[src/hdl/prs_pkg.sv]
// ----------------------------------------------------------------------------
// prs_pkg
// Shared types and constants for the priority round-robin scheduler.
// ----------------------------------------------------------------------------
package prs_pkg;

	localparam int PRS_CHANNELS = 32;
	localparam int PRS_LEVELS   = 8;

	localparam int ACTION_W  = 2;
	localparam int CHANNEL_W = 5;
	localparam int LEVEL_W   = 3;
	localparam int LIU_W     = 4;

	localparam logic [LIU_W-1:0] LIU_RESET = 4'd8;

	typedef enum logic [ACTION_W-1:0] {
		ACT_REQ_CTRL = 2'd0,
		ACT_REQ_DATA = 2'd1,
		ACT_POP_CTRL = 2'd2,
		ACT_POP_DATA = 2'd3
	} action_t;

	// command handed from the input stage to the request bank
	typedef struct packed {
		logic                 en;
		logic                 pop;
		logic                 cls;
		logic [CHANNEL_W-1:0] channel;
		logic [LEVEL_W-1:0]   level;
	} prs_cmd_t;

	typedef struct packed {
		logic                 granted;
		logic [CHANNEL_W-1:0] channel;
	} prs_grant_t;

endpackage

[src/hdl/prs_channels.sv]
// ----------------------------------------------------------------------------
// prs_channels
// Valid/ready channel interfaces: request/pop items, grant results, config.
// ----------------------------------------------------------------------------
interface prs_item_if;
	import prs_pkg::*;
	logic                 valid;
	logic                 ready;
	logic [ACTION_W-1:0]  action;
	logic [CHANNEL_W-1:0] channel;
	logic [LEVEL_W-1:0]   level;

	modport source (output valid, action, channel, level, input ready);
	modport sink   (input valid, action, channel, level, output ready);
endinterface

interface prs_result_if;
	import prs_pkg::*;
	logic                 valid;
	logic                 ready;
	logic                 granted;
	logic [CHANNEL_W-1:0] granted_channel;

	modport source (output valid, granted, granted_channel, input ready);
	modport sink   (input valid, granted, granted_channel, output ready);
endinterface

interface prs_cfg_if;
	import prs_pkg::*;
	logic             valid;
	logic             ready;
	logic [LIU_W-1:0] data;

	modport source (output valid, data, input ready);
	modport sink   (input valid, data, output ready);
endinterface

[src/hdl/prs_rr_pick.sv]
// ----------------------------------------------------------------------------
// prs_rr_pick
// Round-robin priority encoder: lowest set bit above the last grant, else
// the lowest set bit.
// ----------------------------------------------------------------------------
module prs_rr_pick #(
	parameter int CHANNELS = prs_pkg::PRS_CHANNELS
) (
	input  logic [CHANNELS-1:0]         set,
	input  logic [$clog2(CHANNELS)-1:0] last,
	output logic                        found,
	output logic [$clog2(CHANNELS)-1:0] pick
);
	localparam int CW = $clog2(CHANNELS);

	logic          any_above;
	logic [CW-1:0] pick_above;
	logic [CW-1:0] pick_low;

	always_comb begin
		any_above  = 1'b0;
		pick_above = '0;
		pick_low   = '0;
		// scan downward so the lowest hit is the one kept
		for (int i = CHANNELS - 1; i >= 0; i--) begin
			if (set[i]) begin
				pick_low = CW'(i);
				if (i > int'(last)) begin
					pick_above = CW'(i);
					any_above  = 1'b1;
				end
			end
		end
	end

	assign found = |set;
	assign pick  = any_above ? pick_above : pick_low;

endmodule

[src/hdl/prs_bank.sv]
// ----------------------------------------------------------------------------
// prs_bank
// Pending request bitmaps and last-grant pointers per class and level;
// applies one request or pop per cycle while enabled and returns the grant.
// ----------------------------------------------------------------------------
module prs_bank #(
	parameter int CHANNELS = prs_pkg::PRS_CHANNELS,
	parameter int LEVELS   = prs_pkg::PRS_LEVELS
) (
	input  logic                       clk,
	input  logic                       arst_n,
	input  prs_pkg::prs_cmd_t          cmd,
	input  logic [prs_pkg::LIU_W-1:0]  levels_in_use,
	output prs_pkg::prs_grant_t        grant
);
	import prs_pkg::*;

	localparam int CW  = $clog2(CHANNELS);
	localparam int LIW = (LEVELS > 1) ? $clog2(LEVELS) : 1;

	logic [CHANNELS-1:0] pend_q [2][LEVELS];
	logic [CW-1:0]       last_q [2][LEVELS];

	logic                sel_found;
	logic [LIW-1:0]      sel_lv;
	logic [CHANNELS-1:0] sel_set;
	logic [CW-1:0]       sel_last;
	logic                rr_found;
	logic [CW-1:0]       rr_pick;
	logic                req_ok;
	logic [LIW-1:0]      req_lv;
	logic [CW-1:0]       req_ch;

	// first non-empty level within the scanned range
	always_comb begin
		sel_found = 1'b0;
		sel_lv    = '0;
		for (int lv = LEVELS - 1; lv >= 0; lv--) begin
			if (lv < int'(levels_in_use) && (|pend_q[cmd.cls][lv])) begin
				sel_found = 1'b1;
				sel_lv    = LIW'(lv);
			end
		end
	end

	assign sel_set  = pend_q[cmd.cls][sel_lv];
	assign sel_last = last_q[cmd.cls][sel_lv];

	prs_rr_pick #(.CHANNELS(CHANNELS)) u_pick (
		.set   (sel_set),
		.last  (sel_last),
		.found (rr_found),
		.pick  (rr_pick)
	);

	// drop requests outside the configured channel or level range
	assign req_ok = (int'(cmd.channel) < CHANNELS) && (int'(cmd.level) < LEVELS);
	assign req_lv = LIW'(cmd.level);
	assign req_ch = CW'(cmd.channel);

	always_ff @(posedge clk or negedge arst_n) begin
		if (!arst_n) begin
			for (int c = 0; c < 2; c++) begin
				for (int lv = 0; lv < LEVELS; lv++) begin
					pend_q[c][lv] <= '0;
					last_q[c][lv] <= '0;
				end
			end
		end else if (cmd.en) begin
			if (!cmd.pop) begin
				if (req_ok) begin
					pend_q[cmd.cls][req_lv][req_ch] <= 1'b1;
				end
			end else if (sel_found && rr_found) begin
				pend_q[cmd.cls][sel_lv][rr_pick] <= 1'b0;
				last_q[cmd.cls][sel_lv]          <= rr_pick;
			end
		end
	end

	assign grant.granted = sel_found && rr_found;
	assign grant.channel = (sel_found && rr_found) ? CHANNEL_W'(rr_pick) : '0;

endmodule

[src/hdl/priority_round_robin_scheduler.sv]
// ----------------------------------------------------------------------------
// priority_round_robin_scheduler
// Strict-priority, round-robin transmit scheduler for two traffic classes.
// ----------------------------------------------------------------------------
// Usage:
//   item   : request (control/data, channel, level) or pop (control/data).
//            A request adds the channel to its class/level set and gives
//            no result; a pop gives exactly one result item.
//   result : granted flag and granted channel (zero when nothing granted).
//   cfg    : levels_in_use, number of levels a pop scans, level 0 first.
//            Write only while the scheduler is idle.
// Timing:
//   One item per cycle sustained unless a pop is held by a waiting result.
//   An item goes into the input register on acceptance; the grant decision
//   and set update are made from that register, and a pop's result is
//   registered as the pop leaves it. The combinational decision is the
//   level scan plus the CHANNELS-bit round-robin encoder.
// Reset:
//   All request sets empty, all pointers zero, levels_in_use = 8.
// Stall:
//   While a result waits, requests keep flowing; a pop holds in the input
//   register and item.ready drops until the result register frees up.
// ----------------------------------------------------------------------------
module priority_round_robin_scheduler #(
	parameter int CHANNELS = prs_pkg::PRS_CHANNELS,
	parameter int LEVELS   = prs_pkg::PRS_LEVELS
) (
	input  logic         clk,
	input  logic         arst_n,
	prs_item_if.sink     item,
	prs_result_if.source result,
	prs_cfg_if.sink      cfg
);
	import prs_pkg::*;

	logic                 v_s1;
	logic [ACTION_W-1:0]  act_s1;
	logic [CHANNEL_W-1:0] chan_s1;
	logic [LEVEL_W-1:0]   lvl_s1;

	logic                 out_v_q;
	logic                 out_granted_q;
	logic [CHANNEL_W-1:0] out_chan_q;

	logic [LIU_W-1:0]     liu_q;

	logic                 pop_s1;
	logic                 adv_s1;
	prs_cmd_t             cmd;
	prs_grant_t           grant;

	assign pop_s1 = (act_s1 == ACT_POP_CTRL) || (act_s1 == ACT_POP_DATA);
	// a request never needs the result register
	assign adv_s1 = v_s1 && (!pop_s1 || !out_v_q || result.ready);

	assign item.ready = !v_s1 || adv_s1;
	assign cfg.ready  = 1'b1;

	always_ff @(posedge clk or negedge arst_n) begin
		if (!arst_n) begin
			v_s1 <= 1'b0;
		end else if (item.ready) begin
			v_s1 <= item.valid;
		end
	end

	always_ff @(posedge clk) begin
		if (item.ready && item.valid) begin
			act_s1  <= item.action;
			chan_s1 <= item.channel;
			lvl_s1  <= item.level;
		end
	end

	always_ff @(posedge clk or negedge arst_n) begin
		if (!arst_n) begin
			liu_q <= LIU_RESET;
		end else if (cfg.valid) begin
			liu_q <= cfg.data;
		end
	end

	assign cmd.en      = adv_s1;
	assign cmd.pop     = pop_s1;
	assign cmd.cls     = (act_s1 == ACT_REQ_DATA) || (act_s1 == ACT_POP_DATA);
	assign cmd.channel = chan_s1;
	assign cmd.level   = lvl_s1;

	prs_bank #(.CHANNELS(CHANNELS), .LEVELS(LEVELS)) u_bank (
		.clk           (clk),
		.arst_n        (arst_n),
		.cmd           (cmd),
		.levels_in_use (liu_q),
		.grant         (grant)
	);

	always_ff @(posedge clk or negedge arst_n) begin
		if (!arst_n) begin
			out_v_q <= 1'b0;
		end else if (adv_s1 && pop_s1) begin
			out_v_q <= 1'b1;
		end else if (result.ready) begin
			out_v_q <= 1'b0;
		end
	end

	always_ff @(posedge clk) begin
		if (adv_s1 && pop_s1) begin
			out_granted_q <= grant.granted;
			out_chan_q    <= grant.channel;
		end
	end

	assign result.valid           = out_v_q;
	assign result.granted         = out_granted_q;
	assign result.granted_channel = out_chan_q;

endmodule
[src/flat_wrapper.sv]
// flat-port wrapper written by rule: the top's interface ports become plain ports
module priority_round_robin_scheduler_flat import prs_pkg::*;
#(
	parameter int CHANNELS = prs_pkg::PRS_CHANNELS,
	parameter int LEVELS   = prs_pkg::PRS_LEVELS
)
  (clk, arst_n, item_valid, item_action, item_channel, item_level, item_ready, result_valid, result_granted, result_granted_channel, result_ready, cfg_valid, cfg_data, cfg_ready);
  prs_item_if item_i ();
  prs_result_if result_i ();
  prs_cfg_if cfg_i ();
  input  logic clk;
  input  logic arst_n;
  input wire logic [$bits(item_i.valid)-1:0] item_valid;
  input wire logic [$bits(item_i.action)-1:0] item_action;
  input wire logic [$bits(item_i.channel)-1:0] item_channel;
  input wire logic [$bits(item_i.level)-1:0] item_level;
  output wire logic [$bits(item_i.ready)-1:0] item_ready;
  output wire logic [$bits(result_i.valid)-1:0] result_valid;
  output wire logic [$bits(result_i.granted)-1:0] result_granted;
  output wire logic [$bits(result_i.granted_channel)-1:0] result_granted_channel;
  input wire logic [$bits(result_i.ready)-1:0] result_ready;
  input wire logic [$bits(cfg_i.valid)-1:0] cfg_valid;
  input wire logic [$bits(cfg_i.data)-1:0] cfg_data;
  output wire logic [$bits(cfg_i.ready)-1:0] cfg_ready;
  assign item_i.valid = item_valid;
  assign item_i.action = item_action;
  assign item_i.channel = item_channel;
  assign item_i.level = item_level;
  assign item_ready = item_i.ready;
  assign result_valid = result_i.valid;
  assign result_granted = result_i.granted;
  assign result_granted_channel = result_i.granted_channel;
  assign result_i.ready = result_ready;
  assign cfg_i.valid = cfg_valid;
  assign cfg_i.data = cfg_data;
  assign cfg_ready = cfg_i.ready;
  priority_round_robin_scheduler #(.CHANNELS(CHANNELS), .LEVELS(LEVELS)) u_core (.clk(clk), .arst_n(arst_n), .item(item_i), .result(result_i), .cfg(cfg_i));
endmodule
[config.mk]
export PLATFORM = sky130hd
export DESIGN_NAME = priority_round_robin_scheduler_flat
export DESIGN_NICKNAME = d
export VERILOG_FILES = /design/src/hdl/prs_pkg.sv /design/src/hdl/prs_channels.sv /design/src/hdl/prs_rr_pick.sv /design/src/hdl/prs_bank.sv /design/src/hdl/priority_round_robin_scheduler.sv /design/src/flat_wrapper.sv
export SDC_FILE = /design/constraint.sdc
export NUM_CORES = 2
export LEC_CHECK = 0
export BUFFER_PORTS_ARGS = -buffer_cell sky130_fd_sc_hd__buf_2
export CORE_MARGIN = 8
export CORE_UTILIZATION = 65
export CTS_CLUSTER_DIAMETER = 80
export DETAILED_ROUTE_END_ITERATION = 6
export PLACE_DENSITY = 0.82
export SLEW_MARGIN = 10
export SYNTH_ARGS = -nofsm -noshare
export SYNTH_HDL_FRONTEND = slang
export SYNTH_SLANG_ARGS = --single-unit
[constraint.sdc]
create_clock -name clk -period 10.9 [get_ports clk]
set_input_delay 1.09 -clock clk [delete_from_list [all_inputs] [get_ports clk]]
set_output_delay 1.09 -clock clk [all_outputs]
set_load 0.01 [all_outputs]
Yosys cells after proc, flatten, opt, wreduce, memory -nomap -nowiden
Index checks and enable logic that the tools add are counted.
W data, S select, Z words.
{ "word_totals": {"register_bits": 614, "inputBits": 19, "out_inout_bits": 9, "word_cells": 342} }
{ "op_classes": {"order_cmp": 49, "eq_ne": 4, "n_mux": 206, "bitwise_logic": 6, "n_reduce_logical": 37} }
{ "ops": {"columns": ["op", "n"], "rows": [
  ["$mux W256", 5],
  ["$mux W512", 2],
  ["$and A512 B512 Y512", 1],
  ["$demux W256 S1", 2],
  ["$not A512 Y512", 1],
  ["$or A512 B512 Y512", 1],
  ["$mux W5", 98],
  ["$reduce_or A32 Y1", 9],
  ["$demux W32 S3", 2],
  ["$mux W40", 4],
  ["$mux W32", 4],
  ["$bmux W32 S3", 1],
  ["$bwmux W80", 1],
  ["$gt A5 B5 Y1 const A", 16],
  ["$mux W1", 74],
  ["$demux W40 S1", 1],
  ["$gt A4 B5 Y1 const A", 8],
  ["$mux W3", 8],
  ["$gt A3 B5 Y1 const A", 4],
  ["$logic_and A1 B1 Y1", 17],
  ["$lt A3 B4 Y1 const A", 4],
  ["$bmux W5 S3", 1],
  ["$demux W5 S3", 1],
  ["$lt A5 B6 Y1 const B", 2],
  ["other kinds (20)", 35]
]} }

Logic depth before layout (Yosys ltp)
{ "logic_depth": {"ltp_word": 96, "mapped_depth": 25} }

Cells and area by module
From an unflattened synthesis, not the netlist that was laid out.
{ "unflattened": {"cells_unflattened": 3044, "hier_area_um2": 30569.3} }
{ "by_module_without_submodules": {"columns": ["mod", "n_inst", "cells_each", "area_per_inst_um2", "seq_area_each_um2"], "rows": [
  ["prs_bank", 1, 2789, 28436.0, 14814.2],
  ["prs_rr_pick", 1, 217, 1363.8, 0.0],
  ["priority_round_robin_scheduler", 1, 38, 769.5, 631.9]
]} }

Least setup slack after synthesis
No wires, ideal clock.
{ "synth_path": {"path_kind": "register -> register", "from": "register u_core.act_s1[0]", "to": "register u_core.u_bank.pend_q[116] (netlist name)", "arrival_time_ps": 5247, "t_required_ps": 10761, "slack_ps": 5514, "path_stages_with_launch": 24, "n_path_buf": 7, "synth_period_minus_slack_ps": 5386, "cell_sequence": "edfxtp_1 buf_2 buf_4 nor4_1 nand3_1 o22ai_1 o2111ai_2 a31o_1 buf_4 a21oi_4 mux2_1 a221o_1 or4_1 clkbuf_1 nor3_2 o41ai_2 nor4_4 nand2_1 or4_1 buf_2 a21oi_2 buf_2 buf_2 a31oi_1"} }
{ "synth_via": {"elab_chain_len": 96} }
{ "synth_rtl": {"columns": ["element", "line_no", "rtl"], "rows": [
  ["start: declaration", "priority_round_robin_scheduler.sv:37", "logic [ACTION_W-1:0] act_s1;"],
  ["start signal: assignment", "priority_round_robin_scheduler.sv:69", "act_s1 <= item.action;"],
  ["$eq A2 B1 Y1 or $eq A2 B2 Y1 (tied branches)", "priority_round_robin_scheduler.sv:85, priority_round_robin_scheduler.sv:52", null],
  ["$logic_or A1 B1 Y1", "priority_round_robin_scheduler.sv:85", "assign cmd.cls = (act_s1 == ACT_REQ_DATA) || (act_s1 == ACT_POP_DATA);"],
  ["$not A1 Y2 (not written as such)", null, null],
  ["$mux W256 (not written as such) (3 in series)", "prs_bank.sv:39, prs_bank.sv:46", null],
  ["$reduce_or A32 Y1", "prs_bank.sv:39", "if (lv < int'(levels_in_use) && (|pend_q[cmd.cls][lv])) begin"],
  ["$logic_and A1 B1 Y1", "prs_bank.sv:39", null],
  ["$mux W3 (8 in series)", "prs_bank.sv:39", null],
  ["$not A3 Y4 (not written as such)", "prs_bank.sv:46, prs_bank.sv:47, prs_bank.sv:75", null],
  ["[71 not listed]", null, null],
  ["$mux W32 (not written as such)", "prs_bank.sv:75", "pend_q[cmd.cls][sel_lv][rr_pick] <= 1'b0;"],
  ["$demux W32 S3", "prs_bank.sv:75", null],
  ["$mux W256 (not written as such)", "prs_bank.sv:75", null],
  ["$demux W256 S1", "prs_bank.sv:75", null],
  ["$not A512 Y512 (no source line)", null, null],
  ["$and A512 B512 Y512 (no source line)", null, null],
  ["$mux W512", "prs_bank.sv:74", "end else if (sel_found && rr_found) begin"],
  ["$mux W512", "prs_bank.sv:70", "if (!cmd.pop) begin"],
  ["end signal: indexed assignment", "prs_bank.sv:65", "pend_q[c][lv] <= '0;"],
  ["end signal: indexed assignment", "prs_bank.sv:72", "pend_q[cmd.cls][req_lv][req_ch] <= 1'b1;"],
  ["end signal: indexed assignment", "prs_bank.sv:75", null],
  ["end: declaration", "prs_bank.sv:21", "logic [CHANNELS-1:0] pend_q [2][LEVELS];"]
]} }
Parallel ways exist; a longest one is shown, timed or not. The select of a mux whose other input is x is not followed.
A chain may end at the register's enable or synchronous reset.

Final worst setup path
{ "layout_path": {"from": "register u_core.act_s1[0]", "to": "register u_core.u_bank.pend_q[199] (netlist name)"} }
Same word-level chain as after synthesis.

==> metrics.json <==
{
  "status": {
    "run_status": "finished with violations",
    "failed_checks": "design-rule violations, max-capacitance violations, max-slew violations"
  },
  "die": {
    "core-area_um2": 49700,
    "start_util": 0.653,
    "dieArea_um2": 57300,
    "die_w_um": 239,
    "number_of_cell_rows": 82,
    "die_height_um": 239,
    "pin_count": 28
  },
  "flow_run": {
    "drv_cap": 1
  },
  "worst_setup_path": {
    "worst_setup_path_start_kind": "flop",
    "critical_path.endpoint_type": "flop",
    "worst-path-max-fanout": 28,
    "critical_path_class": "reg -> reg",
    "critPathRequiredTime_ps": 11350,
    "cp.arrival_ps": 11000
  },
  "synth": {
    "synth_xor_area_frac": 0,
    "number_of_instances_in_the_synthesized_netlist": 3328,
    "synthAdderAreaFrac": 0,
    "synthesis.nets": 3347,
    "share_of_synthesized_cell_area_in_and_or_nand_and_nor_gates": 0.103,
    "synth.distinct_cells": 103,
    "post_synth.cell_area_avg_um2": 9.74,
    "synth.ff_latch_count": 614,
    "synth_enable_flop_cells": 16,
    "synth-compound-area-share": 0.274,
    "synth_mux_area_frac": 0.0956,
    "ys.flop_type": "sky130_fd_sc_hd__dfrtp_1",
    "synth-async-reset-ratio": 0.974,
    "dominant_combinational_cell_family_by_area_after_synthesis": "compound AO/OA/AOI/OAI gates",
    "mappedNetlistArea_um2": 32400,
    "yosysWarnings": 0,
    "ys_seq_area_frac": 0.476
  },
  "clock_network": {
    "clk_sink_count": 614,
    "postCtsHoldBufs": 0,
    "cts_tree": "built",
    "number_of_clock_buffers_inserted_by_tritoncts": 67,
    "cts_max_path_buffers": 3,
    "cts_resized": 0,
    "root_buffer": "sky130_fd_sc_hd__clkbuf_16",
    "h_tree_levels": 3,
    "clk_pin_slew_ps": 60,
    "postCtsSetupBuffers": 0,
    "skew_pair_late_insertion_delay_ps": 640
  },
  "sta": {
    "finalClockSkew_ps": 26.9,
    "max_clock_freq_ghz": 0.0948,
    "setup_repair_after_global_routing_missed_its_margin": "no",
    "post-route-period-util": 0.968,
    "setup-violations-final": 0,
    "maxSlewHeadroom": -0.00725,
    "slew_viol_final": 1,
    "timing_worst_slew_pin_value_ps": 1500,
    "final_critical_path_setup_slack_ps": 350,
    "finalWorstPathRequiredPeriod_ps": 10550,
    "totalNegativeSetupSlack_ps": 0,
    "fin_worst_hold_slack_ps": 489,
    "finalHoldViolations": 0
  },
  "grt": {
    "grtUsageTotal": 0.520,
    "initial_antenna_violation_count": 6,
    "wire_length_of_the_first_global_routing_pass_um": 219000,
    "first_global_vias": 31620,
    "grt_start_max_net_pins": 183,
    "gr-total-overflow": 0
  },
  "detailed_routing": {
    "routed_wire_length_per_instance_um": 38.5,
    "detail_route.drc_violations": 67,
    "detail_route.wirelength_um": 151000,
    "num_vias": 33598,
    "vias_per_cell": 8.59,
    "first_pass_drt_iterations": 7,
    "initialDrtViolationCount": 7528,
    "postRouteAntennaNets": 0
  },
  "final_layout": {
    "mostFrequentLayoutCells": "597 x sky130_fd_sc_hd__dfrtp_1, 589 x sky130_fd_sc_hd__a21oi_1, 515 x sky130_fd_sc_hd__a31oi_1",
    "syn2layout_area_growth_pct": 8.60,
    "layout.nets": 3210,
    "final_cells": 3912,
    "fill_cells": 3684,
    "post_route_cells_drive_above_1_share": 0.152,
    "final_non_filler_cell_area_um2": 35200,
    "layout.cells.most_common": "sky130_fd_sc_hd__dfrtp_1"
  },
  "placed_design": {
    "post_place_setup_slack_ps": 1350,
    "detailedPlacementHpwl_um": 97200,
    "dpl-instance-area_um2": 33100,
    "routabilityCongestion": 1.13,
    "numPortBuffers": 26,
    "place_inst": 3792
  },
  "pwr": {
    "peakVddDrop_mv": 0.303,
    "p_leak_nw": 12.4,
    "power_per_cell_area_nw_per_um2": 204
  },
  "min_path": {
    "holdCritPathClass": "in -> async"
  }
}
==> state kept, by name, summed over array words and instances (netlist names) <==
register / count
u_core.v_s1: 1
u_core.u_bank.last_q: 80
u_core.result.valid: 1
u_core.chan_s1: 5
u_core.result.granted: 1
u_core.liu_q: 4
u_core.act_s1: 2
u_core.u_bank.pend_q: 512
u_core.lvl_s1: 3
u_core.result.granted_channel: 5
==> path summary, 6_finish.rpt <==
path,from,endpoint,slack (ps),cells past startpoint
worst min-delay path,arst_n,u_core.u_bank.pend_q[456]$_DFFE_PN0P_,490,1
max in group asynchronous,arst_n,u_core.u_bank.last_q[77]$_DFFE_PN0P_,7860,3
min in group clk,u_core.u_bank.last_q[79]$_DFFE_PN0P_,u_core.u_bank.last_q[79]$_DFFE_PN0P_,500,1
worst max register to register,u_core.act_s1[0]$_DFFE_PP_,u_core.u_bank.pend_q[199]$_DFFE_PN0P_,350,21
worst min register to register,u_core.u_bank.last_q[79]$_DFFE_PN0P_,u_core.u_bank.last_q[79]$_DFFE_PN0P_,500,1
worst max-delay path,u_core.act_s1[0]$_DFFE_PP_,u_core.u_bank.pend_q[199]$_DFFE_PN0P_,350,21
==> cells by family after synthesis <==
group                  Yosys count
other                            1
AOI/OAI and AO/OA             1440
DFF                            614
buffers and inverters          367
muxes                          282
and+or+nand+nor                624
==> Yosys cell counts (24+ instances only) <==
| cell | count | share of area |
|---|---|---|
| sky130_fd_sc_hd__a31oi_1 | 515 | 0.099 |
| sky130_fd_sc_hd__mux2i_1 | 151 | 0.047 |
| sky130_fd_sc_hd__o22ai_1 | 24 | 0.0046 |
| sky130_fd_sc_hd__a21oi_1 | 590 | 0.091 |
| sky130_fd_sc_hd__o21ai_0 | 57 | 0.0088 |
| sky130_fd_sc_hd__dfrtp_1 | 597 | 0.46 |
| sky130_fd_sc_hd__nand3_1 | 58 | 0.0090 |
| sky130_fd_sc_hd__a211oi_1 | 30 | 0.0069 |
| sky130_fd_sc_hd__buf_2 | 118 | 0.018 |
| sky130_fd_sc_hd__clkbuf_1 | 188 | 0.022 |
| sky130_fd_sc_hd__nor3_1 | 60 | 0.0093 |
| sky130_fd_sc_hd__nand2_1 | 82 | 0.0095 |
| sky130_fd_sc_hd__nor2_1 | 152 | 0.018 |
| sky130_fd_sc_hd__mux2_2 | 118 | 0.041 |
| sky130_fd_sc_hd__nor4_1 | 126 | 0.024 |
==> power breakdown <==
group | total, mW | switching, mW | internal (mW)
Combinational | 2.49 | 2.00 | 0.486
Sequential | 2.46 | 0.0897 | 2.37
Clock | 2.24 | 0.984 | 1.25
==> routing by layer <==
layer,global-route usage,up-vias,wire length [um]
met5,0,-,57
met1,0.619,15959,48500
met2,0.710,3851,59500
met3,0.287,1096,27800
met4,0.358,4,14800
li1,-,12688,-
==> worst max-delay path: stages, from the launching register on <==
cell and delay, ps:
sky130_fd_sc_hd__edfxtp_1 640, sky130_fd_sc_hd__buf_4 430, sky130_fd_sc_hd__buf_4 490, sky130_fd_sc_hd__nor4b_1 900, sky130_fd_sc_hd__nand4_1 500, sky130_fd_sc_hd__o22ai_2 300
sky130_fd_sc_hd__a21oi_1 100, sky130_fd_sc_hd__buf_4 250, sky130_fd_sc_hd__a21oi_1 490, sky130_fd_sc_hd__a21boi_1 140, sky130_fd_sc_hd__buf_4 230, sky130_fd_sc_hd__nor2_1 1110
sky130_fd_sc_hd__mux2i_1 790, sky130_fd_sc_hd__o211ai_1 320, sky130_fd_sc_hd__o22ai_1 280, sky130_fd_sc_hd__nand4_1 320, sky130_fd_sc_hd__nor4_4 490, sky130_fd_sc_hd__nand2_1 190
sky130_fd_sc_hd__or4_1 770, sky130_fd_sc_hd__a21boi_4 970, sky130_fd_sc_hd__buf_4 450, sky130_fd_sc_hd__a31oi_1 140
==> layout make-up <==
type	instances	area [um^2]	share of cell area
diodes	3	7.51	0.000213
inverters	17	63.8	0.00181
flip-flops and latches	614	15400	0.439
clock buffers	96	1920	0.0544
multi-input cells	2347	15700	0.445
well taps	672	841	0.0239
clock inverters	19	160	0.00455
repair buffers	144	1110	0.0315
==> per-stage QoR <==
| stage | power, mW | util |
|---|---|---|
| global placement | 4.76 | 0.666 |
| global route | 7.24 | 0.709 |
| floorplan | 3.97 | - |
| detailed placement | 4.79 | 0.666 |
| finish | 7.18 | 0.709 |
| CTS | 6.97 | 0.708 |
No activity file was read; power rests on OpenSTA's default activity.
